**config.mk**
```make
export PLATFORM = sky130hd
export DESIGN_NAME = virtqueue_rx_used_ring_consumer_top
export DESIGN_NICKNAME = d
export VERILOG_FILES = /design/src/hdl/vqrx_pkg.sv /design/src/hdl/virtqueue_rx_used_ring_consumer_top.sv /design/src/hdl/vqrx_apb_regs.sv /design/src/hdl/vqrx_entry_stage.sv /design/src/hdl/vqrx_core.sv
export VERILOG_INCLUDE_DIRS = /design/src /design/src/hdl
export SDC_FILE = /design/constraint.sdc
export NUM_CORES = 1
export LEC_CHECK = 0
export ABC_CLOCK_PERIOD_IN_PS = 12700
export BUFFER_PORTS_ARGS = -buffer_cell sky130_fd_sc_hd__buf_2
export CORE_ASPECT_RATIO = 0.8
export CORE_MARGIN = 2
export CORE_UTILIZATION = 40
export DETAILED_ROUTE_END_ITERATION = 8
export PLACE_DENSITY = 0.64
export SETUP_SLACK_MARGIN = 0.1
export SYNTH_ARGS = -nofsm -noshare
export SYNTH_HDL_FRONTEND = slang
export SYNTH_HIERARCHICAL = 1
export SYNTH_SLANG_ARGS = --single-unit
export TNS_END_PERCENT = 50
```
**constraint.sdc**
```tcl
create_clock -name clk -period 12.7 [get_ports clk]
set_clock_uncertainty 0.1 [all_clocks]
set_input_delay 0.635 -clock clk [delete_from_list [all_inputs] [get_ports clk]]
set_output_delay 0.635 -clock clk [all_outputs]
set_load 0.02 [all_outputs]
```
**src/hdl/virtqueue_rx_used_ring_consumer_top_defines.svh**
```systemverilog
// Assertion macros shared by the receive used-ring consumer.
`ifndef VIRTQUEUE_RX_USED_RING_CONSUMER_TOP_DEFINES_SVH
`define VIRTQUEUE_RX_USED_RING_CONSUMER_TOP_DEFINES_SVH

`ifndef SYNTHESIS

`define VQRX_ASSERT_IMPLIES(lbl, clk, rst_n, ante, cons) \
	lbl: assert property (@(posedge clk) disable iff (!rst_n) (ante) |-> (cons)) \
		else $error("vqrx assertion failed");

`define VQRX_ASSERT_NEXT(lbl, clk, rst_n, ante, cons) \
	lbl: assert property (@(posedge clk) disable iff (!rst_n) (ante) |=> (cons)) \
		else $error("vqrx assertion failed");

`else

`define VQRX_ASSERT_IMPLIES(lbl, clk, rst_n, ante, cons)

`define VQRX_ASSERT_NEXT(lbl, clk, rst_n, ante, cons)

`endif

`endif

```
**src/hdl/vqrx_pkg.sv**
```systemverilog
package vqrx_pkg;

	localparam int BUFFER_COUNT_DEF = 16;
	localparam int BUFFER_BYTES_DEF = 2048;

	localparam logic [31:0] HDR_BYTES     = 32'd10;
	localparam logic [31:0] ETH_HDR_BYTES = 32'd14;
	localparam logic [31:0] FRAME_MAX     = 32'd1514;
	localparam logic [31:0] RUNT_LIMIT    = HDR_BYTES + ETH_HDR_BYTES;

	localparam logic [3:0] QLOG_MAX = 4'd8;
	localparam logic [3:0] QLOG_RESET = 4'd8;

	typedef logic [2:0] status_t;

	localparam status_t ST_DELIVERED = 3'd0;
	localparam status_t ST_BAD_ID    = 3'd1;
	localparam status_t ST_RUNT      = 3'd2;
	localparam status_t ST_OVERSIZE  = 3'd3;
	localparam status_t ST_NOT_READY = 3'd4;

	typedef struct packed {
		logic       enabled;
		logic [3:0] queue_size_log2;
	} cfg_t;

	typedef struct packed {
		logic [31:0] entry_id;
		logic [31:0] entry_len;
		logic [15:0] capacity;
	} item_t;

endpackage

```
**src/hdl/virtqueue_rx_used_ring_consumer_top.sv**
```systemverilog
// Channel   Handshake                     Word
// entry     entry_valid / entry_ready     entry_id, entry_len, capacity
// result    result_valid / result_ready   status, lengths, recycle info, totals
// config    APB psel/penable/pwrite       enabled @0x0, queue_size_log2 @0x4
//
// One entry per cycle unless the result stalls; each entry passes the input register first.
// Input register, then classify and update indices and counters into the result register.
// A stalled result holds; one more entry is taken into the input register meanwhile.
// Reset: device disabled, ring size 256, used index 0, available index BUFFER_COUNT.
`include "virtqueue_rx_used_ring_consumer_top_defines.svh"

module virtqueue_rx_used_ring_consumer_top #(
	parameter int BUFFER_COUNT = vqrx_pkg::BUFFER_COUNT_DEF,
	parameter int BUFFER_BYTES = vqrx_pkg::BUFFER_BYTES_DEF
) (
	input  logic        clk,
	input  logic        arst_n,
	input  logic        psel,
	input  logic        penable,
	input  logic        pwrite,
	input  logic [2:0]  paddr,
	input  logic [31:0] pwdata,
	output logic [31:0] prdata,
	output logic        pready,
	input  logic        entry_valid,
	output logic        entry_ready,
	input  logic [31:0] entry_id,
	input  logic [31:0] entry_len,
	input  logic [15:0] capacity,
	output logic        result_valid,
	input  logic        result_ready,
	output logic [2:0]  status,
	output logic [10:0] payload_length,
	output logic [10:0] copy_length,
	output logic        recycle,
	output logic [3:0]  recycle_id,
	output logic [7:0]  recycle_slot,
	output logic [7:0]  used_slot,
	output logic [31:0] packets_total,
	output logic [31:0] bytes_total,
	output logic [31:0] errors_total,
	output logic [31:0] dropped_total
);
	import vqrx_pkg::*;

	cfg_t  cfg;
	item_t entry_in;
	item_t item_s1;
	logic  valid_s1;
	logic  take;

	assign entry_in.entry_id = entry_id;
	assign entry_in.entry_len = entry_len;
	assign entry_in.capacity = capacity;

	vqrx_apb_regs u_regs (
		.clk     (clk),
		.arst_n  (arst_n),
		.psel    (psel),
		.penable (penable),
		.pwrite  (pwrite),
		.paddr   (paddr),
		.pwdata  (pwdata),
		.prdata  (prdata),
		.pready  (pready),
		.cfg     (cfg)
	);

	vqrx_entry_stage u_entry (
		.clk         (clk),
		.arst_n      (arst_n),
		.entry_valid (entry_valid),
		.entry_ready (entry_ready),
		.entry_in    (entry_in),
		.take        (take),
		.valid_s1    (valid_s1),
		.item_s1     (item_s1)
	);

	vqrx_core #(
		.BUFFER_COUNT (BUFFER_COUNT),
		.BUFFER_BYTES (BUFFER_BYTES)
	) u_core (
		.clk             (clk),
		.arst_n          (arst_n),
		.cfg             (cfg),
		.valid_s1        (valid_s1),
		.item_s1         (item_s1),
		.take            (take),
		.valid_s2        (result_valid),
		.result_ready    (result_ready),
		.status_s2       (status),
		.payload_s2      (payload_length),
		.copy_s2         (copy_length),
		.recycle_s2      (recycle),
		.recycle_id_s2   (recycle_id),
		.recycle_slot_s2 (recycle_slot),
		.used_slot_s2    (used_slot),
		.packet_count_q  (packets_total),
		.byte_count_q    (bytes_total),
		.error_count_q   (errors_total),
		.drop_count_q    (dropped_total)
	);

	`VQRX_ASSERT_IMPLIES(a_recycle_status, clk, arst_n, result_valid && recycle,
		status == ST_DELIVERED || status == ST_RUNT || status == ST_OVERSIZE)
	`VQRX_ASSERT_IMPLIES(a_copy_le_payload, clk, arst_n, result_valid,
		copy_length <= payload_length)
	`VQRX_ASSERT_IMPLIES(a_not_ready_quiet, clk, arst_n,
		result_valid && status == ST_NOT_READY, !recycle && used_slot == 8'd0)
	`VQRX_ASSERT_NEXT(a_stall_hold, clk, arst_n,
		valid_s1 && result_valid && !result_ready, valid_s1 && result_valid)

endmodule

```
**src/hdl/vqrx_apb_regs.sv**
```systemverilog
module vqrx_apb_regs (
	input  logic              clk,
	input  logic              arst_n,
	input  logic              psel,
	input  logic              penable,
	input  logic              pwrite,
	input  logic [2:0]        paddr,
	input  logic [31:0]       pwdata,
	output logic [31:0]       prdata,
	output logic              pready,
	output vqrx_pkg::cfg_t    cfg
);
	import vqrx_pkg::*;

	localparam logic REG_ENABLED = 1'b0;
	localparam logic REG_QLOG    = 1'b1;

	logic       enabled_q;
	logic [3:0] qlog_q;
	logic       wr_en;

	assign pready = 1'b1;
	assign wr_en = psel && penable && pwrite;

	always_ff @(posedge clk or negedge arst_n) begin
		if (!arst_n) begin
			enabled_q <= 1'b0;
			qlog_q <= QLOG_RESET;
		end else if (wr_en) begin
			case (paddr[2])
				REG_ENABLED: enabled_q <= pwdata[0];
				REG_QLOG:    qlog_q <= pwdata[3:0];
				default:     enabled_q <= enabled_q;
			endcase
		end
	end

	always_comb begin
		case (paddr[2])
			REG_ENABLED: prdata = {31'd0, enabled_q};
			REG_QLOG:    prdata = {28'd0, qlog_q};
			default:     prdata = 32'd0;
		endcase
	end

	assign cfg.enabled = enabled_q;
	assign cfg.queue_size_log2 = qlog_q;

endmodule

```
**src/hdl/vqrx_entry_stage.sv**
```systemverilog
module vqrx_entry_stage (
	input  logic            clk,
	input  logic            arst_n,
	input  logic            entry_valid,
	output logic            entry_ready,
	input  vqrx_pkg::item_t entry_in,
	input  logic            take,
	output logic            valid_s1,
	output vqrx_pkg::item_t item_s1
);
	import vqrx_pkg::*;

	logic load;

	assign entry_ready = !valid_s1 || take;
	assign load = entry_valid && entry_ready;

	always_ff @(posedge clk or negedge arst_n) begin
		if (!arst_n) begin
			valid_s1 <= 1'b0;
		end else if (load) begin
			valid_s1 <= 1'b1;
		end else if (take) begin
			valid_s1 <= 1'b0;
		end
	end

	always_ff @(posedge clk) begin
		if (load) begin
			item_s1 <= entry_in;
		end
	end

endmodule

```
**src/hdl/vqrx_core.sv**
```systemverilog
module vqrx_core #(
	parameter int BUFFER_COUNT = vqrx_pkg::BUFFER_COUNT_DEF,
	parameter int BUFFER_BYTES = vqrx_pkg::BUFFER_BYTES_DEF
) (
	input  logic              clk,
	input  logic              arst_n,
	input  vqrx_pkg::cfg_t    cfg,
	input  logic              valid_s1,
	input  vqrx_pkg::item_t   item_s1,
	output logic              take,
	output logic              valid_s2,
	input  logic              result_ready,
	output vqrx_pkg::status_t status_s2,
	output logic [10:0]       payload_s2,
	output logic [10:0]       copy_s2,
	output logic              recycle_s2,
	output logic [3:0]        recycle_id_s2,
	output logic [7:0]        recycle_slot_s2,
	output logic [7:0]        used_slot_s2,
	output logic [31:0]       packet_count_q,
	output logic [31:0]       byte_count_q,
	output logic [31:0]       error_count_q,
	output logic [31:0]       drop_count_q
);
	import vqrx_pkg::*;

	logic [15:0] consumed_index_q;
	logic [15:0] avail_index_q;

	logic        not_ready;
	logic        bad_id;
	logic        runt;
	logic        oversize;
	logic        deliver;
	logic        recycle;
	logic [3:0]  qlog;
	logic [8:0]  mask_wide;
	logic [7:0]  mask;
	logic [31:0] payload_full;
	logic [10:0] payload;
	logic [10:0] copy;
	status_t     status;

	assign take = valid_s1 && (!valid_s2 || result_ready);

	always_comb begin
		qlog = (cfg.queue_size_log2 > QLOG_MAX) ? QLOG_MAX : cfg.queue_size_log2;
		mask_wide = (9'd1 << qlog) - 9'd1;
		mask = mask_wide[7:0];

		not_ready = !cfg.enabled || (item_s1.capacity == 16'd0);
		bad_id = item_s1.entry_id >= 32'(BUFFER_COUNT);
		payload_full = item_s1.entry_len - HDR_BYTES;
		runt = item_s1.entry_len < RUNT_LIMIT;
		oversize = (item_s1.entry_len > 32'(BUFFER_BYTES)) || (payload_full > FRAME_MAX);
		recycle = !not_ready && !bad_id;
		deliver = recycle && !runt && !oversize;

		if (not_ready) begin
			status = ST_NOT_READY;
		end else if (bad_id) begin
			status = ST_BAD_ID;
		end else if (runt) begin
			status = ST_RUNT;
		end else if (oversize) begin
			status = ST_OVERSIZE;
		end else begin
			status = ST_DELIVERED;
		end

		payload = deliver ? payload_full[10:0] : 11'd0;
		if (!deliver) begin
			copy = 11'd0;
		end else if ({5'd0, payload} < item_s1.capacity) begin
			copy = payload;
		end else begin
			copy = item_s1.capacity[10:0];
		end
	end

	always_ff @(posedge clk or negedge arst_n) begin
		if (!arst_n) begin
			valid_s2 <= 1'b0;
			consumed_index_q <= 16'd0;
			avail_index_q <= 16'(BUFFER_COUNT);
			packet_count_q <= 32'd0;
			byte_count_q <= 32'd0;
			error_count_q <= 32'd0;
			drop_count_q <= 32'd0;
		end else begin
			if (take) begin
				valid_s2 <= 1'b1;
			end else if (result_ready) begin
				valid_s2 <= 1'b0;
			end
			if (take && !not_ready) begin
				consumed_index_q <= consumed_index_q + 16'd1;
			end
			if (take && recycle) begin
				avail_index_q <= avail_index_q + 16'd1;
			end
			if (take && deliver) begin
				packet_count_q <= packet_count_q + 32'd1;
				byte_count_q <= byte_count_q + {21'd0, payload};
			end
			if (take && recycle && (runt || oversize)) begin
				error_count_q <= error_count_q + 32'd1;
			end
			if (take && !not_ready && bad_id) begin
				drop_count_q <= drop_count_q + 32'd1;
			end
		end
	end

	always_ff @(posedge clk) begin
		if (take) begin
			status_s2 <= status;
			payload_s2 <= payload;
			copy_s2 <= copy;
			recycle_s2 <= recycle;
			recycle_id_s2 <= recycle ? item_s1.entry_id[3:0] : 4'd0;
			recycle_slot_s2 <= recycle ? (avail_index_q[7:0] & mask) : 8'd0;
			used_slot_s2 <= not_ready ? 8'd0 : (consumed_index_q[7:0] & mask);
		end
	end

endmodule

```
==> impl_metrics.csv, run 1 <==
group,metric,value,unit
finish,finalNonFillerCells,1780,
floorplanning,core,31300,um2
routing,vias,9009,
clocking,path_clk_slew,60,ps
worst_setup_path,cp.arrival,6430,ps
timing,fin_crit_sh,0.482,
grt,grt_pass1_vias,8615,
clocking,clock_path_buffers,3,
clocking,cts_tree,"done",
yosys,yosysWarnings,6,
clocking,cts-root-buf,"clkbuf_16",
status,violations,"negative hold slack",
routing,drtAntennaViolNets,0,
timing,fin_hold_ws,-3.78,ps
worst_setup_path,cp.required,13010,ps
timing,setup_viol,0,
yosys,yosysMostFrequentCell,"dfrtp_1",
floorplanning,die_area,33000,um2
routing,dr.pass1.iters,5,
clocking,hold_buffers,0,
routing,wl,30.1,mm
yosys,ys_top_cells_by_count,"149 x dfrtp_1, 126 x edfxtp_1, 101 x nand2_1, 77 x xnor2_1, 66 x xor2_1",
routing,detail_route.wl_per_cell,16.9,um
routing,drt_iter0_drc,543,
timing,hold_viol,2,
worst_setup_path,cp-end-kind,"register",
worst_setup_path,crit_path_end,"u_core/byte_count_q[31]$_DFFE_PN0P_",
job,drv_cap,0,
placement,place.gp.congestion,0.852,
clocking,numCtsBuffers,29,
timing,slew_violations,0,
worst_hold_path,holdCritPathClass,"input pin to asynchronous set/reset pin",
timing,rsz0062_at_grt,"no",
clocking,cts_setup_buffers,0,
routing,via_per_inst,5.06,
timing,post-route-min-period,6120,ps
floorplanning,io-pin-count,331,
floorplanning,die_w,203,um
clocking,htreeDepth,1,
grt,grt_pass1_wl,48.0,mm
yosys,synth-edff-count,126,
placement,io_buffer_count,271,
timing,slew-limit-headroom,0.242,
worst_setup_path,start_kind,"register",
clocking,clkLatencyLatePin,540,ps
clocking,cts_sinks,277,
floorplanning,rows,58,
worst_setup_path,startpoint,"u_entry/item_s1[17]$_DFFE_PP_",
placement,dp_hpwl,21.6,mm
worst_setup_path,rr_startpoint,"u_entry/item_s1[17]$_DFFE_PP_",
worst_setup_path,r2r.worst_path.cells,18,
status,status,"finished with violations",
floorplanning,die_h,163,um
worst_setup_path,reg2reg_slack,6580,ps
yosys,netlist_top_cells_area,"edfxtp_1 30%, dfrtp_1 29%, xnor2_1 5.3%",
pwr,p_total,2080,uW
worst_setup_path,timing.rr.end,"u_core/byte_count_q[31]$_DFFE_PN0P_",
pwr,peakVddDrop,0.120,mV
routing,drc,0,
grt,antenna_found_initial,5,
yosys,avgSynthCellArea,12.0,um2
yosys,synth_top_cell_by_area,"edfxtp_1",
grt,grt.total_usage,0.182,
yosys,synth_cells,1053,
floorplanning,start_util,0.404,
finish,fin_util,0.490,
yosys,synth-main-ff-cell,"dfrtp_1",
finish,drive_above_1_share,0.267,
placement,placed_area,14400,um2
finish,final_cell_area,15300,um2
grt,grt_max_degree,81,
yosys,synth.top_cell.area_share,0.299,
timing,max_clock_freq,163,MHz
yosys,ys_ff_latch,277,
worst_setup_path,crit_type,"register to register",
timing,tns,0,ps
placement,placed_cells,1721,
grt,grt-ovfl-total,0,
finish,syn2layout_area_growth,21.3,%
yosys,seq_area_frac_synth,0.598,
yosys,syn_area,12600,um2
pwr,power.density,135,nW/um2
worst_setup_path,cp_max_fo,19,
yosys,yosys.cell_types.count,69,
timing,worst_slew_pin_slew,1130,ps
pwr,p_leak,0.00725,uW
yosys,synthArstFlopShare,0.545,
clocking,post_cts_resize_count,0,
finish,nets,1484,
==> cells by family (layout without fill, tap and decap cells) <==
group / Yosys count / in the layout / synth area share
adder cells (fa/ha/maj): 30 / 30 / 0.0303
multiplexers: 9 / 9 / 0.00792
AO/OA/AOI/OAI: 80 / 80 / 0.0429
AND/OR/NAND/NOR: 419 / 419 / 0.181
flip-flops: 277 / 277 / 0.598
buffers and inverters: 92 / 366 / 0.0384
XOR/XNOR: 144 / 144 / 0.100
other: 2 / 35 / 0.000594
==> flip-flops by register name, indices dropped and copies added, names as in the netlist, 4 cells and up <==
| register | flops |
|---|---|
| u_core/avail_index_q | 8 |
| u_core/byte_count_q | 32 |
| u_core/consumed_index_q | 8 |
| u_core/copy_s2 | 11 |
| u_core/drop_count_q | 32 |
| u_core/error_count_q | 32 |
| u_core/packet_count_q | 32 |
| u_core/payload_s2 | 11 |
| u_core/recycle_id_s2 | 4 |
| u_core/recycle_slot_s2 | 8 |
| u_core/used_slot_s2 | 8 |
| u_entry/item_s1 | 80 |
| u_regs/qlog_q | 4 |
==> through the flow <==
step / setup WS, ps / hold WS (ps)
after CTS: 6590 / 12.5
after detailed placement: 6560 / 356
after global placement: 6670 / 352
final: 6580 / -3.78
after floorplan: 7780 / 239
after global routing: 6000 / 29.8
==> cell usage in the layout, fill, tap and decap left out, drive strengths merged, types with 10 or more instances in the layout <==
cell type / netlist / layout
buf: 37 / 279
dfrtp: 149 / 149
edfxtp: 126 / 126
nand2: 101 / 101
xnor2: 78 / 78
xor2: 66 / 66
nor2: 53 / 53
nor4: 49 / 49
and3: 47 / 47
nand4: 43 / 43
nand3: 40 / 40
inv: 33 / 34
clkbuf: 21 / 34
ha: 29 / 29
conb: 2 / 29
nor3: 26 / 26
o21ai: 21 / 21
o31ai: 12 / 12
a21oi: 12 / 12
nand2b: 12 / 12
clkinv: 1 / 12
nor4b: 10 / 10
==> worst min path at each step <==
stage,end,depth (start not counted)
2_1_floorplan,u_core/avail_index_q[0]$_DFFE_PN0P_,0
6_report,u_core/error_count_q[27]$_DFFE_PN0P_,1
5_1_grt,u_core/error_count_q[27]$_DFFE_PN0P_,1
3_5_place_dp,u_core/error_count_q[31]$_DFFE_PN0P_,1
4_1_cts,u_core/error_count_q[27]$_DFFE_PN0P_,1
3_3_place_gp,u_core/consumed_index_q[7]$_DFFE_PN0P_,1
==> worst max-delay path: stages (launching register included) <==
cell and delay [ps]:
edfxtp_1 510, inv_1 110, ha_1 290, nor2b_1 380, o21ai_0 150, a311o_1 420
a21oi_1 180, o21ai_0 220, nor3_1 510, nand2_1 520, nor2_1 490, ha_1 310
a21o_1 150, a21oi_1 260, o211ai_1 140, nor4b_1 190, a211oi_1 730, nor4_1 150
xor2_1 180
==> layout make-up <==
type / instances / area, um2
Antenna cell: 6 / 15.0
Tap cell: 420 / 526
Clock buffer: 34 / 764
Inverter: 34 / 128
Clock inverter: 19 / 193
Sequential cell: 277 / 7560
Multi-Input combinational cell: 711 / 4720
Fill cell: 2872 / 15900
Timing Repair Buffer: 279 / 1420
==> routing by layer <==
layer	wire length [um]	global-route usage
met1	14100	0.262
met2	13100	0.271
met3	2380	0.0522
met4	501	0.0408
met5	24	0
==> report_power, final <==
part           internal (uW)  total [uW]  switching [uW]
clock network            494         849             356
logic                   64.3         189             125
registers                999        1040            38.2
total                   1560        2080             518
(Power assumes the default switching activity.)
==> run 2: changes to the inputs <==
Settings changed: ABC_CLOCK_PERIOD_IN_PS 12700 to 5400, PLACE_DENSITY 0.64 to 0.67.
Clock period 12.7 ns to 5.4 ns, I/O delays scaled along.
==> impl_metrics.csv, run 2 (same netlist as run 1, synthesis figures left out) <==
group,metric,value,unit
status,status,"finished, final reports clean",
worst_setup_path,crit_family,"simple AND/OR/NAND/NOR gates",
worst_setup_path,path_cells,"or4_4 -> o31a_1 -> nor2_2 -> nand3_1 -> o221a_2 -> buf_4 -> nor4_2 -> a21bo_2 -> inv_1 -> ha_1 -> or3_1 -> nor2_1 -> o21a_1 -> o31ai_1 -> a21oi_1 -> nor4_1 -> xor2_1",
worst_setup_path,slowest_stage,"or4_4",
finish,drive_above_1_share,0.261,
timing,fin_hold_ws,55.9,ps
clocking,cts_setup_buffers,0,
finish,largest-register,"u_entry/item_s1",
clocking,numCtsBuffers,28,
routing,drtAntennaViolNets,0,
worst_setup_path,start_kind,"register",
worst_setup_path,crit_type,"register to register",
grt,grt.total_usage,0.191,
worst_setup_path,cp.required,5770,ps
timing,post-route-min-period,5010,ps
timing,worst_slew_pin_slew,1150,ps
routing,vias,9457,
timing,tns,0,ps
routing,drc,0,
floorplanning,start_util,0.404,
clocking,cts-root-buf,"clkbuf_16",
floorplanning,die_w,203,um
pwr,p_leak,0.00768,uW
worst_setup_path,reg2reg_slack,390,ps
clocking,cts_tree,"done",
placement,dp_hpwl,22.3,mm
floorplanning,core,31300,um2
clocking,htreeDepth,1,
timing,hold_viol,0,
timing,setup_viol,0,
worst_setup_path,critPathBufInv,2,
floorplanning,rows,58,
worst_setup_path,cp.arrival,5380,ps
clocking,cts_sinks,277,
worst_hold_path,hold_depth,3,
worst_setup_path,rr_startpoint,"u_entry/item_s1[21]$_DFFE_PP_",
timing,slew-limit-headroom,0.220,
finish,antennaDiodeCount,0,
timing,slew_violations,0,
worst_setup_path,slowest_delay,590,ps
job,drv_cap,0,
routing,wl,32.1,mm
grt,antenna_found_initial,0,
timing,rsz0062_at_grt,"no",
timing,fin_crit_sh,0.928,
worst_setup_path,r2r.worst_path.cells,17,
pwr,peakVddDrop,0.284,mV
worst_hold_path,holdPathEnd,"u_regs/qlog_q[0]$_DFFE_PN0P_",
worst_setup_path,timing.rr.end,"u_core/byte_count_q[28]$_DFFE_PN0P_",
placement,placed_cells,1732,
floorplanning,die_area,33000,um2
grt,grt-ovfl-total,0,
worst_hold_path,holdCritPathClass,"input pin to register",
worst_setup_path,cp_max_fo,10,
finish,largest_register_ffs,80,
grt,grt_pass1_wl,50.2,mm
floorplanning,die_h,163,um
clocking,clock_path_buffers,3,
worst_hold_path,min_from,"pwrite",
routing,drt_iter0_drc,640,
clocking,clkLatencyLatePin,550,ps
routing,dr.pass1.iters,5,
finish,syn2layout_area_growth,29.2,%
finish,finalNonFillerCells,1873,
placement,io_buffer_count,271,
worst_setup_path,cp-end-kind,"register",
floorplanning,io-pin-count,331,
finish,nets,1583,
routing,detail_route.wl_per_cell,17.1,um
placement,place.gp.congestion,0.893,
timing,max_clock_freq,200,MHz
clocking,path_clk_slew,60,ps
finish,final_cell_mix,"270 x buf_2, 149 x dfrtp_1, 126 x edfxtp_1",
grt,grt_max_degree,96,
pwr,power.density,302,nW/um2
routing,via_per_inst,5.05,
grt,grt_pass1_vias,9339,
finish,final_common_cell,"buf_2",
run 2: tightest hold or removal path: cells and delay by family:
family                 cells  cell delay [ps]
AND/OR/NAND/NOR            1              130
multiplexers               1              160
buffers and inverters      1              110
run 2: power by group:
group	total (uW)	switching [uW]	internal, uW
Clock	1980	804	1180
Combinational	506	310	196
Sequential	2440	92.7	2350
run 2: how the worst max path moves through the flow:
| stage | start | end | cells past startpoint |
|---|---|---|---|
| 2_1_floorplan | u_entry/item_s1[21]$_DFFE_PP_ | u_core/byte_count_q[31]$_DFFE_PN0P_ | 18 |
| 3_3_place_gp | u_entry/item_s1[17]$_DFFE_PP_ | u_core/copy_s2[4]$_SDFFCE_PP0P_ | 19 |
| 3_5_place_dp | u_entry/item_s1[17]$_DFFE_PP_ | u_core/copy_s2[4]$_SDFFCE_PP0P_ | 19 |
| 4_1_cts | u_entry/item_s1[17]$_DFFE_PP_ | u_core/copy_s2[4]$_SDFFCE_PP0P_ | 19 |
| 5_1_grt | u_entry/item_s1[21]$_DFFE_PP_ | u_core/byte_count_q[26]$_DFFE_PN0P_ | 17 |
| 6_report | u_entry/item_s1[21]$_DFFE_PP_ | u_core/byte_count_q[28]$_DFFE_PN0P_ | 17 |
run 2: area by class of cell:
type / instances / area, um2
clock buffers: 40 / 808
clock inverters: 12 / 133
fillers: 2765 / 15000
inverters: 34 / 128
multi-input cells: 711 / 4770
flip-flops and latches: 277 / 7560
well taps: 420 / 526
repair buffers: 379 / 2400
run 2: stage by stage:
step	total power [uW]	worst slack [ps]	area (um2)	util
finish	4930	389	16300	0.522
global route	5140	88.2	16300	0.522
CTS	4980	291	16300	0.520
detailed placement	2940	314	14400	0.462
global placement	2930	371	14400	0.462
floorplan	2740	479	12700	-
run 2: layer usage:
layer  global-route usage  vias up  share of wire
met5                    0        -              0
met4               0.0365        0          0.015
met3               0.0452       44          0.069
met2                0.310      312           0.46
met1                0.264     4595           0.45
li1                     -     4506              -
run 2: repair_timing:
item | in CTS | in global routing
hold endpoints to repair | 181 | 0
setup endpoints to repair | 0 | 33
gates resized for setup | 0 | 12
hold buffers | 89 | 0
